[src/hdl/rpcd_sqrt_cell.sv]
// ----------------------------------------------------------------------------
// rpcd_sqrt_cell
// one digit-by-digit square root step, one root bit per cell
// ----------------------------------------------------------------------------
`default_nettype none

module rpcd_sqrt_cell #(
	parameter int RW = 32,
	parameter int PW = 8
) (
	input  wire logic            clk,
	input  wire logic            arst_n,
	input  wire logic            en,
	input  wire logic            in_valid,
	input  wire logic [2*RW-1:0] in_opnd,
	input  wire logic [RW+1:0]   in_rem,
	input  wire logic [RW-1:0]   in_root,
	input  wire logic [PW-1:0]   in_pay,
	output logic                 out_valid,
	output logic      [2*RW-1:0] out_opnd,
	output logic      [RW+1:0]   out_rem,
	output logic      [RW-1:0]   out_root,
	output logic      [PW-1:0]   out_pay
);

	logic [RW+3:0] rem_ext;
	logic [RW+3:0] trial;
	logic [RW+3:0] rem_sub;
	logic          ge;

	always_comb begin
		rem_ext = {in_rem, in_opnd[2*RW-1 -: 2]};
		trial   = {2'b00, in_root, 2'b01};
		rem_sub = rem_ext - trial;
		ge      = rem_ext >= trial;
	end

	always_ff @(posedge clk or negedge arst_n) begin
		if (!arst_n) begin
			out_valid <= 1'b0;
		end else if (en) begin
			out_valid <= in_valid;
		end
	end

	always_ff @(posedge clk) begin
		if (en) begin
			out_opnd <= {in_opnd[2*RW-3:0], 2'b00};
			out_rem  <= ge ? rem_sub[RW+1:0] : rem_ext[RW+1:0];
			out_root <= {in_root[RW-2:0], ge};
			out_pay  <= in_pay;
		end
	end

endmodule

`default_nettype wire
[config.mk]
export PLATFORM = sky130hd
export DESIGN_NAME = rpcd_sqrt_cell
export DESIGN_NICKNAME = d
export VERILOG_FILES = /design/src/hdl/rpcd_sqrt_cell.sv
export SDC_FILE = /design/constraint.sdc
export NUM_CORES = 1
export LEC_CHECK = 0
export ABC_AREA = 1
export BUFFER_PORTS_ARGS = -buffer_cell sky130_fd_sc_hd__buf_4
export CORE_AREA = 2 2 134 136
export CTS_CLUSTER_SIZE = 20
export DETAILED_ROUTE_END_ITERATION = 12
export DIE_AREA = 0 0 136 138
export GPL_TIMING_DRIVEN = 0
export PLACE_DENSITY = 0.72
export SYNTH_ARGS = -nofsm -noshare
export SYNTH_HDL_FRONTEND = slang
export SYNTH_SLANG_ARGS = --single-unit
[constraint.sdc]
create_clock -name clk -period 1 [get_ports clk]
set_input_delay 0.05 -clock clk [delete_from_list [all_inputs] [get_ports clk]]
set_output_delay 0.05 -clock clk [all_outputs]
set_load 0.05 [all_outputs]
==> impl_metrics.json, run 1 <==
{
  "period_minus_slack_ps": 1510,
  "peakVddDrop_mv": 1.20,
  "cts_tree": "yes",
  "die_height_um": 138,
  "stdcell_count": 1507,
  "finalMaxSlewViolations": 0,
  "clkPwrFrac": 0.310,
  "holdWs_ps": 31.0,
  "end_kind": "flip-flop",
  "startpoint_type": "input port",
  "mostFrequentLayoutCells": "nand2_1 (191), buf_4 (166), buf_6 (145)",
  "ys_seq_area_frac": 0.573,
  "seqPwrFrac": 0.343,
  "layout_commonest_cell": "nand2_1",
  "place.gp.congestion": 0.906,
  "p_int_w": 0.0140,
  "placed_cells": 1294,
  "preCtsSetupSlack_ps": -1220,
  "nets": 1441,
  "grt_pass1_wl_um": 38700,
  "arrival_ps": 1690,
  "rsz0062_at_grt": "true",
  "fin_worst_skew_ps": 0,
  "cp_max_fo": 7,
  "placed_cell_area_mm2": 0.0101,
  "area_delta_synth_final_pct": 91.1,
  "crit_slowest_cell": "ha_4",
  "final_hold_viol_count": 0,
  "drc": 0,
  "numPortBuffers": 278,
  "cts_made_buffers": 17,
  "drt_pass1_iterations": 5,
  "antenna_left": 0,
  "max_stage_delay_ps": 220,
  "grt_overflow": 0,
  "fin_crit_sh": 1.51,
  "drv_cap": 0,
  "cts_sinks": 137,
  "cp.required_ps": 1180,
  "synth_area_mm2": 0.00717,
  "avgSynthCellArea_um2": 9.14,
  "vias": 7343,
  "worst_pin_slew_ps": 508,
  "finalSetupViolCount": 170,
  "ys_warn_count": 0,
  "hp-class": "input port to flip-flop",
  "grt_max_degree": 85,
  "cts_buffer_depth": 2,
  "n_fill_cell": 1104,
  "final_cell_area_mm2": 0.0137,
  "synth_seq_cells": 137,
  "fp.dieW_um": 136,
  "clock_latency_ps": 420,
  "seqCellArea_mm2": 0.00411,
  "crit_buf_inv": 5,
  "crit_type": "input port to flip-flop",
  "tns_ps": -21230,
  "clk_pin_slew_worst_paths_ps": 60,
  "p_comb_frac": 0.348,
  "track_usage": 0.272,
  "multi_input_area_mm2": 0.00347,
  "drt_iter0_markers": 399,
  "io_pins": 281,
  "start_util": 0.409,
  "critical-path-top-delay-family": "simple AND/OR/NAND/NOR gates",
  "syn_inst": 785,
  "switching_power_w": 0.00736,
  "core_area_mm2": 0.0175,
  "dieArea_mm2": 0.0188,
  "fp-row-count": 49,
  "p_leak_nw": 6.30,
  "swShare": 0.345,
  "violations": "setup timing",
  "via_per_inst": 4.87,
  "p_per_area_mw_per_mm2": 1560,
  "ys_types": 27,
  "grt_pass1_vias": 7264,
  "slew_headroom": 0.661,
  "cts_root_buf": "clkbuf_16",
  "status": "complete, but fails checks",
  "antenna_found_initial": 1,
  "setup_ws_ps": -508,
  "wl_um": 29600,
  "wl_per_cell_um": 19.7,
  "dp_hpwl_um": 17300,
  "cp_cell_sequence": "buf_4 > inv_4 > ha_4 > nand2_4 > nand2_2 > nand2_1 > nand2_2 > inv_2 > nand2_2 > a21oi_2 > nand2_2 > nand2_4 > nand2_8 > buf_12 > clkbuf_16 > nand2_4 > nand2_2",
  "drive_above_1_share": 0.453,
  "fmax_mhz": 663,
  "h-tree-depth": 4,
  "cpMostUsedCell": "nand2_2"
}
[path summary, 6_finish.rpt]
path	endpoint	slack [ps]	depth (start not counted)	startpoint
hold / removal	out_rem[1]	30	3	in_opnd[63]
max in group asynchronous	out_valid	410	3	arst_n
min in group asynchronous	out_valid	480	3	arst_n
hold reg to reg	out_valid	670	2	out_valid
setup reg to reg	out_valid	90	2	out_valid
setup / recovery	out_rem[3]	-510	17	in_root[15]
[registers in the layout (all words and copies together) (netlist names)]
register	count
out_opnd	62
out_root	32
out_pay	8
out_valid	1
out_rem	34
[area by class of cell]
cell class,instances,area share
Sequential cell,137,0.300
Inverter,140,0.0433
Timing Repair Buffer,460,0.330
Antenna cell,1,0.000183
Tap cell,229,0.0209
Clock buffer,17,0.0310
Multi-Input combinational cell,501,0.253
Buffer,8,0.00913
Clock inverter,14,0.0125
[worst reg2reg max path: cells and delay by family (launching register included)]
family / cells / cell delay [ps]
mux: 1 / 250
flops: 1 / 400
buf+inv: 1 / 140
[cell usage after synthesis (all sizes together)]
cell type,instances,area [um^2]
nand2,291,1100
inv,140,528
edfxtp,136,4080
nor2,57,234
nand3,39,200
ha,34,425
a21oi,26,134
xor2,15,131
o21ai,13,65.1
buf,8,71.3
nand4,6,37.5
nand3b,4,30.0
and2,3,18.8
nor3,3,15.0
o21bai,3,22.5
xnor2,3,26.3
conb,1,3.75
dfrtp,1,25.0
mux2,1,11.3
or2,1,6.26
[cells by family (layout without fill, tap and decap cells)]
logic type	after synthesis	after routing	synth area share
simple gates	404	404	0.230
buf+inv	148	639	0.0835
flops	137	137	0.573
compound gates	42	42	0.0309
fa+ha+maj	34	34	0.0593
xor+xnor	18	18	0.0220
other cells	1	3	0.000523
mux	1	1	0.00157
[layer usage]
metal | vias to the layer above | share of wire | global-route usage
met5 | - | 0 | 0
met3 | 69 | 0.073 | 0.0660
met4 | 0 | 0.040 | 0.103
met1 | 3494 | 0.37 | 0.310
met2 | 318 | 0.52 | 0.488
li1 | 3462 | - | -
[timing repair]
action,CTS,global route
pin swaps,11,72
endpoints found under the hold margin,136,0
setup endpoints to repair,173,173
buffers inserted,14,24
cloned,0,6
hold buffers,137,0
resized for setup,114,231
[through the flow]
stage	utilization	total power (W)
floorplan	-	0.0110
global placement	0.575	0.0129
detailed placement	0.577	0.0130
CTS	0.718	0.0203
global route	0.782	0.0220
finish	0.782	0.0213
[power groups by stage]
stage / logic (W) / clock network, W / registers (W)
after global routing: 0.00777 / 0.00687 / 0.00736
after detailed placement: 0.00570 / 0 / 0.00727
final: 0.00742 / 0.00661 / 0.00731
after CTS: 0.00652 / 0.00655 / 0.00723
after floorplan: 0.00174 / 0 / 0.00925
after global placement: 0.00564 / 0 / 0.00726
(Power assumes the default switching activity.)
==> inputs of run 2 (changes only) <==
- REMOVE_ABC_BUFFERS: not set -> 1
- SETUP_SLACK_MARGIN: not set -> 0.05
==> impl_metrics.json, run 2 (same netlist as run 1, synthesis figures left out) <==
{
  "max_stage_delay_ps": 290,
  "stdcell_count": 1500,
  "startpoint_type": "input port",
  "cts_root_buf": "clkbuf_16",
  "reg2reg_from": "out_valid",
  "wl_per_cell_um": 19.3,
  "holdWs_ps": 7.00,
  "p_leak_nw": 6.23,
  "crit_slowest_cell": "ha_4",
  "wl_um": 29000,
  "arrival_ps": 1740,
  "finalMaxSlewViolations": 0,
  "nets": 1434,
  "mostFrequentLayoutCells": "nand2_1 (217), buf_6 (159), buf_4 (148)",
  "crit_type": "input port to flip-flop",
  "core_area_mm2": 0.0175,
  "antenna_found_initial": 0,
  "via_per_inst": 4.88,
  "cts_buffer_depth": 2,
  "period_minus_slack_ps": 1570,
  "clk_pin_slew_worst_paths_ps": 70,
  "p_per_area_mw_per_mm2": 1530,
  "drive_above_1_share": 0.411,
  "layout_commonest_cell": "nand2_1",
  "setup_ws_ps": -566,
  "drc": 0,
  "grt_pass1_vias": 7493,
  "antenna_left": 0,
  "dieArea_mm2": 0.0188,
  "cpMostUsedCell": "nor2_4",
  "fin_worst_skew_ps": 0,
  "fin_crit_sh": 1.57,
  "reg.largest.list": "out_opnd: 62 flops, out_rem: 34 flops, out_root: 32 flops",
  "hp-class": "input port to flip-flop",
  "worstHoldStart": "in_opnd[63]",
  "final_hold_viol_count": 0,
  "io_pins": 281,
  "rsz0062_at_grt": "true",
  "start_util": 0.409,
  "cts_sinks": 137,
  "fp.dieW_um": 136,
  "drt_pass1_iterations": 5,
  "placed_cells": 1286,
  "holdPathEnd": "out_rem[1]",
  "cts_made_buffers": 17,
  "cp_cell_sequence": "buf_4 > inv_2 > ha_4 > nand2_4 > nor2_4 > nand2_2 > nor2_4 > nand2_1 > a21oi_2 > nor2_4 > nand2_8 > inv_12 > nand2_4 > nand2_2",
  "cp.required_ps": 1170,
  "reg2reg_depth": 1,
  "utilization": 0.767,
  "end_kind": "flip-flop",
  "area_delta_synth_final_pct": 87.5,
  "grt_overflow": 0,
  "fp-row-count": 49,
  "fmax_mhz": 638,
  "drt_iter0_markers": 553,
  "track_usage": 0.302,
  "grt_pass1_wl_um": 42800,
  "violations": "setup timing",
  "clock_latency_ps": 420,
  "peakVddDrop_mv": 1.32,
  "place.gp.congestion": 0.856,
  "cp_max_fo": 8,
  "preCtsSetupSlack_ps": -1550,
  "status": "complete, but fails checks",
  "reg2reg_to": "out_valid",
  "rrSetupSlack_ps": 210,
  "largest_reg_flops": 62,
  "vias": 7327,
  "min_path_cells": 3,
  "drv_cap": 0,
  "die_height_um": 138,
  "h-tree-depth": 4,
  "numPortBuffers": 278,
  "cts_tree": "yes",
  "finalSetupViolCount": 172,
  "diodes": 0,
  "dp_hpwl_um": 16700,
  "top_register": "out_opnd",
  "grt_max_degree": 86
}
-- run 2: layout make-up --
cell class                      count  area [um^2]
Fill cell                        1072         4080
Clock inverter                     14          128
Clock buffer                       18          429
Timing Repair Buffer              451         4400
Sequential cell                   137         4110
Multi-Input combinational cell    507         3480
Inverter                          140          564
Tap cell                          229          287
Timing Repair inverter              4         57.6
-- run 2: routing by layer --
layer,up-vias,part of all wire,routed length [um],global-route usage
met5,-,0,0,0
met4,0,0.046,1330,0.139
met3,86,0.083,2410,0.0730
met2,379,0.51,14600,0.523
met1,3396,0.37,10600,0.350
li1,3466,-,-,-
-- run 2: report_power, final --
group	internal, W	leakage (nW)	switching (W)
logic	0.00286	4.62	0.00433
clock network	0.00329	0.269	0.00282
registers	0.00701	1.34	0.000287
total	0.0132	6.23	0.00744
-- run 2: repair_timing --
action                                  in CTS  in global routing
endpoints found under the setup margin     173                172
hold buffers                               137                  0
endpoints found under the hold margin      136                  0
gates cloned                                 9                  1
gates resized for setup                    333                 57
pin swaps                                   59                 25
setup buffers                               32                  4
-- run 2: worst max-delay path by stage --
stage	from	to	slack, ps	cells after the start
after global placement	in_root[13]	out_rem[31]	-1560	14
after global routing	in_root[9]	out_rem[22]	-620	15
after CTS	in_root[6]	out_rem[16]	-470	14
after floorplan	in_root[24]	out_rem[33]	-820	13
final	in_root[12]	out_rem[14]	-570	14
after detailed placement	in_root[13]	out_rem[31]	-1550	14
-- run 2: worst max-delay path: cells and delay by family --
family	cells	cell delay, ps
simple gates	9	980
fa+ha+maj	1	290
buf+inv	3	230
compound gates	1	170
-- run 2: per-stage QoR --
step / instance area (um^2) / TNS, ps / total power, W
floorplan: 7110 / -28100 / 0.0106
global placement: 9480 / -155450 / 0.0125
global route: 13500 / -28520 / 0.0213
finish: 13500 / -23130 / 0.0206
detailed placement: 9510 / -77540 / 0.0126
CTS: 13200 / -20610 / 0.0202
