[src/hdl/rpcd_div_cell.sv]
// ----------------------------------------------------------------------------
// rpcd_div_cell
// one restoring division step, one quotient bit per cell
// ----------------------------------------------------------------------------
`default_nettype none

module rpcd_div_cell #(
	parameter int RW = 64,
	parameter int LW = 32,
	parameter int PW = 8
) (
	input  wire logic          clk,
	input  wire logic          arst_n,
	input  wire logic          en,
	input  wire logic          in_valid,
	input  wire logic [RW-1:0] in_rem,
	input  wire logic [RW-1:0] in_den,
	input  wire logic [LW-1:0] in_low,
	input  wire logic [LW-1:0] in_quo,
	input  wire logic [PW-1:0] in_pay,
	output logic               out_valid,
	output logic      [RW-1:0] out_rem,
	output logic      [RW-1:0] out_den,
	output logic      [LW-1:0] out_low,
	output logic      [LW-1:0] out_quo,
	output logic      [PW-1:0] out_pay
);

	logic [RW:0]   rem_ext;
	logic [RW:0]   rem_sub;
	logic          ge;
	logic [RW-1:0] rem_nxt;

	always_comb begin
		rem_ext = {in_rem, in_low[LW-1]};
		rem_sub = rem_ext - {1'b0, in_den};
		ge      = rem_ext >= {1'b0, in_den};
		rem_nxt = ge ? rem_sub[RW-1:0] : rem_ext[RW-1:0];
	end

	always_ff @(posedge clk or negedge arst_n) begin
		if (!arst_n) begin
			out_valid <= 1'b0;
		end else if (en) begin
			out_valid <= in_valid;
		end
	end

	always_ff @(posedge clk) begin
		if (en) begin
			out_rem <= rem_nxt;
			out_den <= in_den;
			out_low <= {in_low[LW-2:0], 1'b0};
			out_quo <= {in_quo[LW-2:0], ge};
			out_pay <= in_pay;
		end
	end

endmodule

`default_nettype wire

[config.mk]
export PLATFORM = sky130hd
export DESIGN_NAME = rpcd_div_cell
export DESIGN_NICKNAME = d
export VERILOG_FILES = /design/src/hdl/rpcd_div_cell.sv
export SDC_FILE = /design/constraint.sdc
export NUM_CORES = 1
export LEC_CHECK = 0
export BUFFER_PORTS_ARGS = -buffer_cell sky130_fd_sc_hd__buf_2
export CAP_MARGIN = 20
export CORE_AREA = 2 2 156 158
export DETAILED_ROUTE_END_ITERATION = 16
export DIE_AREA = 0 0 158 160
export PLACE_DENSITY = 0.87
export SYNTH_ARGS = -nofsm -noshare
export SYNTH_HDL_FRONTEND = slang
export SYNTH_SLANG_ARGS = --single-unit
[constraint.sdc]
create_clock -name clk -period 0.9 [get_ports clk]
set_input_delay 0 -clock clk [delete_from_list [all_inputs] [get_ports clk]]
set_output_delay 0 -clock clk [all_outputs]
set_load 0.05 [all_outputs]
==> results.sh, run 1 <==
export IMPL_worst_endpoint="out_rem[5]$_DFFE_PP_/D"
export IMPL_grt_util_all_layers=0.6506
export IMPL_error="[ERROR GRT-0232] Routing congestion too high. Check the congestion heatmap in the GUI."
export IMPL_synth_cells=939
export IMPL_synth_edff_count=199
export IMPL_gp_congestion=0.9007
export IMPL_yosysWarnings=0
export IMPL_die_w_um=158
export IMPL_synth_cell_types=58
export IMPL_clk_path_buf_depth=2
export IMPL_yosysTopAreaCell="edfxtp_1"
export IMPL_synth_async_reset_ratio=0.005000
export IMPL_row_count=57
export IMPL_placed_area_um2=16030
export IMPL_synth_ff_type="edfxtp_1"
export IMPL_status="aborted with a tool error"
export IMPL_avgSynthCellArea_um2=11.90
export IMPL_gr_total_overflow=5
export IMPL_io_buffers=402
export IMPL_cts_buffers=17
export IMPL_grt_antenna_before_repair=21
export IMPL_ys_ff_latch=200
export IMPL_start_util=0.4692
export IMPL_worstEpCategory="register input"
export IMPL_pin_count=405
export IMPL_cts_sinks=200
export IMPL_grt_max_degree=23
export IMPL_synthTopCellsByArea="edfxtp_1 53%, ha_1 7.2%, mux2_4 6.2%"
export IMPL_netlist_area_um2=11180
export IMPL_lastStage="5_1_grt"
export IMPL_synth_common_cells="199 x edfxtp_1, 88 x a21oi_1, 80 x inv_1, 66 x nand2_1, 64 x ha_1"
export IMPL_dp_hpwl_um=29660
export IMPL_h_tree_depth=4
export IMPL_syn_num_nets=1208
export IMPL_yosysMostFrequentCell="edfxtp_1"
export IMPL_die_h_um=160
export IMPL_clockRootBuffer="clkbuf_16"
export IMPL_synth_top_cell_area_share=0.5347
export IMPL_ys_seq_area_frac=0.5369
==> through the flow <==
| step | util | hold slack [ns] | worst slack (ns) | instances | TNS, ns |
|---|---|---|---|---|---|
| after floorplan | - | -0.2956 | -1.727 | 939 | -109.20 |
| after global placement | 0.6730 | -0.2236 | -2.054 | 1915 | -127.99 |
| after detailed placement | 0.6730 | -0.2201 | -2.150 | 1915 | -133.04 |
| after CTS | 0.8514 | 0.005630 | -1.504 | 2166 | -117.25 |
==> metal layers <==
metal	global-route usage	overflow
met1	0.6510	0
met2	0.8123	0
met3	0.5286	0
met4	0.5950	5
met5	0.1845	0
==> logic make-up after synthesis <==
group                    after synthesis  share of synthesized area
AO/OA/AOI/OAI                        240                     0.1387
flip-flops                           200                     0.5369
AND/OR/NAND/NOR                      198                    0.08240
buffers and inverters                112                    0.04209
adder cells (fa/ha/maj)               65                    0.07344
multiplexers                          65                    0.08061
XOR/XNOR                              58                    0.04545
other                                  1                  0.0003355
==> repair_timing <==
action | in CTS
hold buffers | 199
pin swaps | 13
setup endpoints to repair | 265
endpoints found under the hold margin | 198
buffers inserted | 19
gates cloned | 2
gates resized for setup | 442
==> run 2: changes to the inputs <==
--- a/config.mk
+++ b/config.mk
@@ -7,10 +7,9 @@
 export LEC_CHECK = 0
 export BUFFER_PORTS_ARGS = -buffer_cell sky130_fd_sc_hd__buf_2
 export CAP_MARGIN = 20
-export CORE_AREA = 2 2 156 158
+export CORE_UTILIZATION = 40
 export DETAILED_ROUTE_END_ITERATION = 16
-export DIE_AREA = 0 0 158 160
-export PLACE_DENSITY = 0.87
+export PLACE_DENSITY_LB_ADDON = 0.15
 export SYNTH_ARGS = -nofsm -noshare
 export SYNTH_HDL_FRONTEND = slang
 export SYNTH_SLANG_ARGS = --single-unit
==> run 2 against run 1 <==
  * The flow now finishes, with violations (negative setup slack)
  * Synthesized cell count stayed put
  * Area after synthesis stayed put
==> results.sh, run 2 <==
export IMPL_reg2regPathDepth=2
export IMPL_regArea_um2=6002
export IMPL_synth_async_reset_ratio=0.005000
export IMPL_critical_path_arrival_ns=2.69
export IMPL_gp_congestion=0.8953
export IMPL_yosysWarnings=0
export IMPL_drc=0
export IMPL_synth_ff_type="edfxtp_1"
export IMPL_worst_path_max_fanout=6
export IMPL_synth_common_cells="199 x edfxtp_1, 88 x a21oi_1, 80 x inv_1, 66 x nand2_1, 64 x ha_1"
export IMPL_die_h_um=169.2
export IMPL_worst_slack_ns=-1.591
export IMPL_ys_ff_latch=200
export IMPL_pin_count=405
export IMPL_dp_cells=1939
export IMPL_syn_num_nets=1208
export IMPL_setup_tns_ns=-119.65
export IMPL_clk_path_buf_depth=2
export IMPL_fillers=1836
export IMPL_start_util=0.4112
export IMPL_grt_pass1_wl_um=64670
export IMPL_hold_ws_ns=0.03679
export IMPL_grt_util_all_layers=0.2993
export IMPL_ir_drop_uv=915.4
export IMPL_netlist_area_um2=11180
export IMPL_nets=2086
export IMPL_drt_wl_total_um=43580
export IMPL_top_regs="out_den: 64 flops, out_rem: 64 flops, out_quo: 32 flops"
export IMPL_period_share=2.768
export IMPL_synthTopCellsByArea="edfxtp_1 53%, ha_1 7.2%, mux2_4 6.2%"
export IMPL_placed_area_um2=15860
export IMPL_wl_per_cell_um=19.75
export IMPL_final_cell_area_um2=20420
export IMPL_p_leak_nw=9.161
export IMPL_place_ws_ns=-2.114
export IMPL_final_layout_size_suffix_gt1_frac=0.4760
export IMPL_layout_common_cells="269 x buf_4, 209 x buf_6, 201 x dlygate4sd3_1"
export IMPL_dp_hpwl_um=28420
export IMPL_ys_seq_area_frac=0.5369
export IMPL_cts_sinks=200
export IMPL_rrSetupSlack_ns=-0.03
export IMPL_gr_total_overflow=0
export IMPL_die_w_um=169.2
export IMPL_area_growth_pct=82.69
export IMPL_r2r_start="out_valid"
export IMPL_core_um2=27180
export IMPL_min_period_ns=2.491
export IMPL_worstSetupPathType="primary input to register"
export IMPL_clock_latency_ns=0.44
export IMPL_timing_hold_violations_final=0
export IMPL_setup_viol=270
export IMPL_grt_pass1_vias=11710
export IMPL_h_tree_depth=4
export IMPL_critical_path_required_ns=1.09
export IMPL_layout_commonest_cell="buf_4"
export IMPL_avgSynthCellArea_um2=11.90
export IMPL_end_kind="register"
export IMPL_synth_cells=939
export IMPL_die_area_um2=28610
export IMPL_start_kind="primary input"
export IMPL_grt_antenna_before_repair=6
export IMPL_status="finished with violations"
export IMPL_clockRootBuffer="clkbuf_16"
export IMPL_synth_top_cell_area_share=0.5347
export IMPL_crit_end="out_rem[41]"
export IMPL_rsz0062_at_grt="true"
export IMPL_routed_via_density=4.999
export IMPL_crit_start="in_low[31]"
export IMPL_cts_tree="yes"
export IMPL_slew_viol_final=0
export IMPL_violations="negative setup slack"
export IMPL_yosysMostFrequentCell="edfxtp_1"
export IMPL_cap_violations=0
export IMPL_ant_nets=0
export IMPL_cts_buffers=17
export IMPL_pwr_density_cell_nw_per_um2=1673
export IMPL_yosysTopAreaCell="edfxtp_1"
export IMPL_grt_max_degree=51
export IMPL_multiInputGateArea_um2=5239
export IMPL_num_vias=11030
export IMPL_drt_iter0_markers=673
export IMPL_row_count=60
export IMPL_io_buffers=402
export IMPL_synth_edff_count=199
export IMPL_hold_class="primary input to register"
export IMPL_finClkSkew_ns=0
export IMPL_fmax_mhz=401.5
export IMPL_reg2reg_to="out_valid"
export IMPL_synth_cell_types=58
export IMPL_first_pass_iters=5
export IMPL_final_cells=2207
export IMPL_clk_pin_slew_ns=0.09
## run 2: cell counts after synthesis
No cell type changed its count.
## run 2: area by class of cell
class / count / area share
clock buffers: 17 / 0.02084
flip-flops and latches: 200 / 0.2940
repair buffers: 891 / 0.3800
clock inverters: 15 / 0.009008
diodes: 5 / 0.0006128
well taps: 372 / 0.02280
multi-input cells: 627 / 0.2566
inverters: 80 / 0.01618
## run 2: worst min path at each step
stage	startpoint	end	slack, ns	cells past startpoint
CTS	en	out_rem[8]	0.02	2
global route	en	out_den[8]	0.03	2
floorplan	arst_n	out_valid	-0.30	0
finish	en	out_den[8]	0.04	2
global placement	arst_n	out_valid	-0.23	1
detailed placement	arst_n	out_valid	-0.23	1
## run 2: logic make-up after synthesis
group                    count (synthesis)  share of synthesized area
AO/OA/AOI/OAI                          240                     0.1387
flip-flops                             200                     0.5369
AND/OR/NAND/NOR                        198                    0.08240
buffers and inverters                  112                    0.04209
adder cells (fa/ha/maj)                 65                    0.07344
multiplexers                            65                    0.08061
XOR/XNOR                                58                    0.04545
other                                    1                  0.0003355
## run 2: routing by layer
| layer | track usage | up-vias | share of wire |
|---|---|---|---|
| met5 | 0 | - | 0.00030 |
| met4 | 0.1277 | 2 | 0.035 |
| met3 | 0.05434 | 81 | 0.059 |
| met2 | 0.5393 | 433 | 0.51 |
| met1 | 0.3478 | 5281 | 0.39 |
| li1 | - | 5235 | - |
## run 2: where the power goes
group	total (mW)	internal, mW	leakage (nW)	switching [mW]
Combinational	14.0	6.43	6.92	7.61
Clock	8.09	3.79	0.285	4.30
Sequential	12.0	11.5	1.96	0.527
## run 2: critical path: stages
cell	delay, ns
buf_2	0.09
inv_1	0.07
ha_4	0.17
nand2b_4	0.15
a211oi_4	0.23
nor2_2	0.07
o21bai_2	0.19
a31oi_4	0.14
o41ai_4	0.31
buf_12	0.15
a31oi_4	0.09
o21ai_4	0.17
a31oi_4	0.13
buf_4	0.15
buf_6	0.13
buf_16	0.15
mux2_4	0.29
## run 2: per-stage QoR
step / power [mW] / utilization
2_1_floorplan: 19.22 / -
3_3_place_gp: 23.22 / 0.5837
3_5_place_dp: 23.30 / 0.5837
4_1_cts: 33.92 / 0.7469
5_1_grt: 35.32 / 0.7512
6_report: 34.15 / 0.7513
## run 2: repair_timing
item,CTS,global route
setup endpoints to repair,265,270
setup buffers,20,4
hold buffers,201,1
gates resized for setup,471,8
endpoints found under the hold margin,203,5
pin swaps,13,3
gates cloned,4,2
No activity file was read; power rests on OpenSTA's default activity.
==> run 3: changes to the inputs <==
--- a/config.mk
+++ b/config.mk
@@ -8,6 +8,8 @@
 export BUFFER_PORTS_ARGS = -buffer_cell sky130_fd_sc_hd__buf_2
 export CAP_MARGIN = 20
 export CORE_UTILIZATION = 40
+export CTS_BUF_LIST = sky130_fd_sc_hd__clkbuf_16
+export CTS_CLUSTER_DIAMETER = 200
 export DETAILED_ROUTE_END_ITERATION = 16
 export PLACE_DENSITY_LB_ADDON = 0.15
 export SYNTH_ARGS = -nofsm -noshare
==> constraint.sdc (replaced) <==
create_clock -name clk -period 2.34 [get_ports clk]
set_input_delay 0 -clock clk [delete_from_list [all_inputs] [get_ports clk]]
set_output_delay 0 -clock clk [all_outputs]
set_load 0.05 [all_outputs]
==> run 3 against run 2 <==
  * The run still ends with negative setup slack left
  * Sequential share of layout area increased by 1.8 points
  * First-iteration DRC count up 9.4%
  * Die area stayed put
  * Sequential cell count is the same
  * Clock power decreased by 62%
  * Critical path type unchanged
  * Highest routed layer unchanged
==> results.sh, run 3 (synthesized netlist as in run 2, its figures left out) <==
export IMPL_status="finished with violations"
export IMPL_violations="negative setup slack"
export IMPL_drt_wl_total_um=40230
export IMPL_ir_drop_uv=428.5
export IMPL_p_int_mw=7.905
export IMPL_cp_slowest_cell="o211ai_1"
export IMPL_first_pass_iters=5
export IMPL_switching_share=0.3711
export IMPL_cap_violations=0
export IMPL_period_share=1.009
export IMPL_dp_hpwl_um=27620
export IMPL_critical_path_required_ns=2.54
export IMPL_wl_per_cell_um=18.38
export IMPL_fillers=2035
export IMPL_min_path_cells=4
export IMPL_die_w_um=169.2
export IMPL_timing_hold_violations_final=0
export IMPL_grt_pass1_wl_um=58850
export IMPL_cts_sinks=200
export IMPL_row_count=60
export IMPL_worstSetupPathType="primary input to register"
export IMPL_pwr_density_cell_nw_per_um2=652.9
export IMPL_whs_endpoint="out_rem[3]"
export IMPL_fin_util=0.7084
export IMPL_p_sw_mw=4.663
export IMPL_nets=2069
export IMPL_start_util=0.4112
export IMPL_num_vias=10840
export IMPL_path_cells="buf_6 -> inv_4 -> ha_4 -> buf_6 -> o21a_1 -> o211ai_1 -> a211oi_2 -> o21ai_2 -> buf_4 -> a31oi_1 -> buf_4 -> a21o_4 -> a21bo_4 -> a31oi_4 -> xnor2_2 -> mux2_4"
export IMPL_rsz0062_at_grt="true"
export IMPL_io_buffers=402
export IMPL_setup_tns_ns=-0.02024
export IMPL_gp_congestion=0.8658
export IMPL_clk_path_buf_depth=2
export IMPL_layout_common_cells="391 x buf_2, 251 x buf_4, 203 x dlygate4sd3_1"
export IMPL_clockRootBuffer="clkbuf_16"
export IMPL_top_regs="out_den: 64 flops, out_rem: 64 flops, out_quo: 32 flops"
export IMPL_clockPowerShare=0.248
export IMPL_clock_latency_ns=0.45
export IMPL_worst_path_max_fanout=4
export IMPL_p_seq_frac=0.358
export IMPL_report_power_total_mw=12.57
export IMPL_layout_commonest_cell="buf_2"
export IMPL_finClkSkew_ns=0
export IMPL_final_cells=2189
export IMPL_cp_buffers_inverters=5
export IMPL_start_kind="primary input"
export IMPL_critPathMaxStageDelay_ns=0.32
export IMPL_grt_max_degree=66
export IMPL_worst_slack_ns=-0.02024
export IMPL_die_area_um2=28610
export IMPL_gr_total_overflow=0
export IMPL_clk_pin_slew_ns=0.09
export IMPL_die_h_um=169.2
export IMPL_reg2regPathDepth=1
export IMPL_h_tree_depth=4
export IMPL_grt_pass1_vias=10890
export IMPL_end_kind="register"
export IMPL_reg2reg_to="out_valid"
export IMPL_slew_viol_final=0
export IMPL_final_layout_size_suffix_gt1_frac=0.4865
export IMPL_routed_via_density=4.950
export IMPL_hold_class="primary input to register"
export IMPL_grt_antenna_before_repair=5
export IMPL_r2r_start="out_valid"
export IMPL_grt_util_all_layers=0.2696
export IMPL_drt_iter0_markers=736
export IMPL_area_growth_pct=72.26
export IMPL_pin_count=405
export IMPL_combPwrFrac=0.394
export IMPL_drc=0
export IMPL_hold_ws_ns=0.1452
export IMPL_dp_cells=1926
export IMPL_ant_nets=0
export IMPL_core_um2=27180
export IMPL_cts_tree="yes"
export IMPL_critical_path_arrival_ns=2.56
export IMPL_min_period_ns=2.360
export IMPL_cts_buffers=17
export IMPL_setup_viol=1
export IMPL_critPathTopFamily="compound AO/OA/AOI/OAI gates"
export IMPL_min_from="in_rem[2]"
export IMPL_p_leak_nw=8.682
export IMPL_rrSetupSlack_ns=1.59
export IMPL_fmax_mhz=423.7
## run 3: metrics by stage
stage / area (µm²) / worst slack (ns)
after CTS: 18750 / -0.08100
after global routing: 19250 / -0.08967
final: 19250 / -0.02024
after detailed placement: 15620 / -0.7002
after floorplan: 11440 / -0.2875
after global placement: 15620 / -0.7051
## run 3: layout make-up
type,count,area [µm²],share of cell area
Inverter,80,322.8,0.01677
Multi-Input combinational cell,627,5464,0.2838
Clock inverter,15,180.2,0.009359
Sequential cell,200,6001,0.3117
Tap cell,372,465.4,0.02418
Antenna cell,4,10.01,0.0005200
Clock buffer,17,425.4,0.02210
Timing Repair Buffer,874,6382,0.3315
## run 3: layer usage
| layer | part of all wire | routed length [µm] | up-vias | GRT usage |
|---|---|---|---|---|
| met5 | 0.00042 | 17 | - | 0 |
| met1 | 0.41 | 16650 | 5206 | 0.3278 |
| li1 | - | - | 5213 | - |
| met2 | 0.50 | 20310 | 368 | 0.4815 |
| met4 | 0.025 | 1022 | 2 | 0.08578 |
| met3 | 0.056 | 2235 | 46 | 0.04921 |
## run 3: power by group through the flow
stage / Combinational [mW] / Clock, mW / Sequential [mW]
detailed placement: 4.30 / 0 / 4.58
finish: 4.95 / 3.11 / 4.50
CTS: 4.75 / 3.16 / 4.50
global route: 5.21 / 3.28 / 4.54
floorplan: 1.44 / 0 / 5.93
global placement: 4.27 / 0 / 4.57
## run 3: worst max-delay path by stage
stage | endpoint | cells past startpoint | slack, ns | startpoint
3_5_place_dp | out_rem[44] | 14 | -0.70 | in_den[0]
2_1_floorplan | out_rem[16] | 14 | -0.29 | in_den[4]
5_1_grt | out_rem[25] | 16 | -0.09 | in_den[4]
3_3_place_gp | out_rem[44] | 14 | -0.71 | in_den[0]
6_report | out_rem[56] | 16 | -0.02 | in_den[8]
4_1_cts | out_rem[15] | 16 | -0.08 | in_den[20]
## run 3: what timing repair did
item / in CTS / in global routing
gates cloned: 4 / 3
setup endpoints to repair: 62 / 64
pin swaps: 18 / 35
hold buffers: 201 / 2
resized for setup: 68 / 81
buffers inserted: 13 / 5
endpoints found under the hold margin: 236 / 2
